**config.mk**
```make
export PLATFORM = sky130hd
export DESIGN_NAME = bba_ram
export DESIGN_NICKNAME = d
export VERILOG_FILES = /design/src/rtl/core/bba_ram.sv
export SDC_FILE = /design/constraint.sdc
export NUM_CORES = 2
export LEC_CHECK = 0
export BUFFER_PORTS_ARGS = -buffer_cell sky130_fd_sc_hd__buf_2
export CAP_MARGIN = 20
export CORE_UTILIZATION = 50
export CTS_CLUSTER_DIAMETER = 60
export DETAILED_ROUTE_END_ITERATION = 10
export PLACE_DENSITY = 0.65
export SLEW_MARGIN = 20
export SYNTH_ARGS = -nofsm -noshare
export SYNTH_HDL_FRONTEND = slang
export SYNTH_SLANG_ARGS = --single-unit
```
**constraint.sdc**
```tcl
create_clock -name clk -period 5.6 [get_ports clk]
set_input_delay 0.56 -clock clk [delete_from_list [all_inputs] [get_ports clk]]
set_output_delay 0.56 -clock clk [all_outputs]
set_load 0.01 [all_outputs]
```
**src/rtl/core/bba_ram.sv**
```systemverilog
// bba_ram: generic single-port synchronous ram, registered read
// no dependencies
module bba_ram #(
	parameter int WIDTH = 8,
	parameter int DEPTH = 256
) (
	input  logic                     clk,
	input  logic                     we,
	input  logic [$clog2(DEPTH)-1:0] addr,
	input  logic [WIDTH-1:0]         wdata,
	output logic [WIDTH-1:0]         rdata
);

	logic [WIDTH-1:0] mem [DEPTH];

	always_ff @(posedge clk) begin
		if (we) mem[addr] <= wdata;
		rdata <= mem[addr];
	end

endmodule

```
# After elaboration in Yosys (flattened, before gate mapping)
# Memories as Yosys holds them, arrays and structs flattened. A register that Yosys moved wholly into a read port is not among the register bits.
# Index checks and enable logic that the tools add are counted.
# totals
register_bits	0
out_inout_bits	8
in_bits	18
mem_count	1
ramBits	2048
# memory_table
name	words	width	read_ports	rd_ports_with_merged_regs	write_ports	line	text
mem	256	8	1	1	1	14	logic [WIDTH-1:0] mem [DEPTH];
# classes
mux	2
# ops
op	count
2-to-1 mux 1 bit	2

# Longest topological paths before layout
# logic_depth
ltp_word	2
ltp_mapped	10
mapped_depth_nobuf	5

# Worst setup path after synthesis
# OpenSTA, ideal clock, no wires.
# synth_path
path_type	in2reg
start	in addr[1]
end	mem mem[111][0], enable pin
path_buffers	5
required_time_ps	5230
arrival_ps	2409
setup_ps	370
slack_ps	2821
cell_stages	9
path_cell_list	buf_2 > clkbuf_1 > clkbuf_1 > nand2_1 > buf_2 > nor2_1 > nand2_1 > clkbuf_1 > nor2_1
# synth_rtl
item	line	text
from (decl)	9	input logic [$clog2(DEPTH)-1:0] addr,
to (decl)	14	
# Straight into the memory's write port.

==> impl_metrics.csv <==
group,metric,value,unit
global_routing,gr-total-overflow,0,
timing,hold_slack,0.213,ns
timing,fin_crit,3.62,ns
floorplanning,die-area,159000,um2
synthesis,yosys.area.top_type_share,0.783,
clock_tree,cts_buffer_depth,3,
timing,fin_tns_setup,0,ns
layout,fin_nets,3678,
place,place.gp.congestion,0.851,
floorplanning,num_rows,145,
detailed_routing,drtIter0Drc,4326,
timing,finClkSkew,0.0257,ns
synthesis,ys_seq_elements,2056,
detailed_routing,dr.pass1.iters,6,
clock_tree,clk_transition_reported_paths,0.06,ns
critical_path,cp_slowest_stage_delay,1.08,ns
timing,max_freq,0.276,GHz
synthesis,synth_nets,3565,
synthesis,synth_area,78500,um2
clock_tree,clkLatencyLatePin,0.81,ns
floorplanning,die_y,398,um
place,dpl.cell_count,5517,
floorplanning,initial_core_util,0.503,
detailed_routing,routed_wl,183000,um
run,drv_cap,0,
layout,area_growth,11.8,%
timing,relSlewSlack,0.186,
critical_path,path_cells,"buf_8, buf_12, mux4_2, a22oi_1, a21oi_1, o41ai_1, nand4_1",
synthesis,ys_seq_area_frac,0.786,
critical_path,crit_path_start,"addr[1]",
layout,drive_above_1_share,0.246,
clock_tree,cts_setup_buffers,0,
floorplanning,core_area,156000,um2
synthesis,synth_cell_types,22,
clock_tree,cts_tree,"yes",
detailed_routing,antenna_left,0,
global_routing,antenna_found_initial,12,
floorplanning,die_width,398,um
critical_path,crit_arrival,4.26,ns
detailed_routing,wire_per_inst,31.1,um
layout,layout_common_cells,"edfxtp_1 (2,048), mux4_2 (512), a22oi_1 (256), nor2_1 (231), clkbuf_16 (207)",
layout,final_common_cell,"edfxtp_1",
min_path,hp-class,"in2reg",
synthesis,syn-mean-instance-area,22.1,um2
clock_tree,cts_sinks,2056,
critical_path,r2r_start,"mem[15][6]",
critical_path,cp_max_fo,113,
clock_tree,htree_levels,4,
pwr,peakVddDrop,0.000325,V
pwr,pwr_density_cell,359,nW/um2
critical_path,crit_buf_inv,2,
timing,final_max_slew_viol_count,0,
timing,finalCritPeriodShare,0.647,
pwr,leakage,26.5,nW
synthesis,ys_warn_count,0,
detailed_routing,avgViaCountPerCell,6.30,
critical_path,cp.required,6.23,ns
place,dp_hpwl,105000,um
global_routing,grt_pass1_wl,265000,um
critical_path,crit_family,"compound AO/OA/AOI/OAI gates",
pwr,power,31.5,mW
clock_tree,cts_hold_buffers,0,
layout,final_util,0.563,
global_routing,grt_max_degree,177,
clock_tree,cts_buffers,199,
place,io_buffers,25,
clock_tree,cts_resized,0,
timing,setup_violations,0,
critical_path,slowest_stage,"o41ai_1",
global_routing,grt_pass1_vias,37600,
synthesis,synth_cells,3547,
critical_path,cp-end-kind,"flip-flop",
status,status,"finished, final reports clean",
global_routing,grt_usage,0.234,
timing,final_hold_viol_count,0,
timing,max_slew.worst_pin.slew,1.20,ns
critical_path,startpoint_type,"input port",
floorplanning,ios,26,
min_path,hold_start,"wdata[5]",
detailed_routing,drc_errors,0,
clock_tree,root_buffer,"clkbuf_16",
critical_path,critical_path_class,"in2reg",
timing,rsz0062_at_grt,"false",
layout,fin_cells,5887,
detailed_routing,dr_total_vias,37100,
synthesis,synth_top_area_cell,"edfxtp_1",
synthesis,synth_area_leaders,"edfxtp_1 (78%), mux4_2 (15%), a22oi_1 (2.4%), nor2_1 (1.1%), a21oi_1 (0.82%)",
[metal layers]
layer	up-vias	part of all wire	global-route usage
li1	15300	-	-
met1	19800	0.41	0.338
met2	1624	0.48	0.363
met3	317	0.082	0.0473
met4	20	0.028	0.0720
met5	-	0.00081	0
[layout make-up]
type	instances	area (um2)
multi-input combinational	1258	15800
timing repair buffer	144	1360
inverter	1	3.75
sequential	2056	61700
antenna	3	7.51
clock buffer	253	5350
clock inverter	114	1010
tap	2058	2570
fill	11400	68300
[worst reg2reg max path, cell delays in order, from the launching register on]
cell and delay, ns:
edfxtp_1 0.35, mux4_2 0.48, a22oi_1 0.40, a21oi_1 0.25, o41ai_1 1.08, nand4_1 0.15
[cell families (layout without fill, tap and decap cells)]
family | count (synthesis) | after routing | synth area share
other | 0 | 3 | 0
AOI/OAI and AO/OA | 416 | 416 | 0.0362
DFF | 2056 | 2056 | 0.786
and+or+nand+nor | 330 | 330 | 0.0173
muxes | 512 | 512 | 0.147
buffers and inverters | 233 | 512 | 0.0140
[final timing paths]
check        cells after the start          end  slack, ns
max                              7     rdata[6]       1.98
min                              1  mem[117][5]       0.21
max reg2reg                      5     rdata[6]       2.71
min reg2reg                      5     rdata[7]       0.93
[sequential cells by signal (all words and copies together) (netlist names)]
signal  flops
mem      2048
rdata       8
[Yosys cell counts]
cell,number
a21oi_1,128
a22oi_1,256
and2_1,3
buf_1,19
buf_2,36
buf_4,16
buf_6,16
clkbuf_1,145
dfxtp_1,8
edfxtp_1,2048
inv_1,1
mux4_2,512
nand2_1,28
nand2b_1,6
nand3_1,13
nand4_1,8
nor2_1,232
nor2b_1,7
nor3_1,30
o41ai_1,32
or2_2,2
or3_1,1
[metrics by stage]
step	worst slack, ns	instance area [um2]
6_report	1.98	87800
5_1_grt	1.91	87800
4_1_cts	1.97	87800
3_5_place_dp	1.10	81400
3_3_place_gp	1.15	81400
2_1_floorplan	2.82	78500
[power breakdown]
group          switching, mW  internal [mW]  leakage, nW
logic                  0.903          0.481         4.97
clock network           5.61           7.48         3.09
registers             0.0294           17.0         18.5
Note: power is estimated with default switching activity, not from simulation.
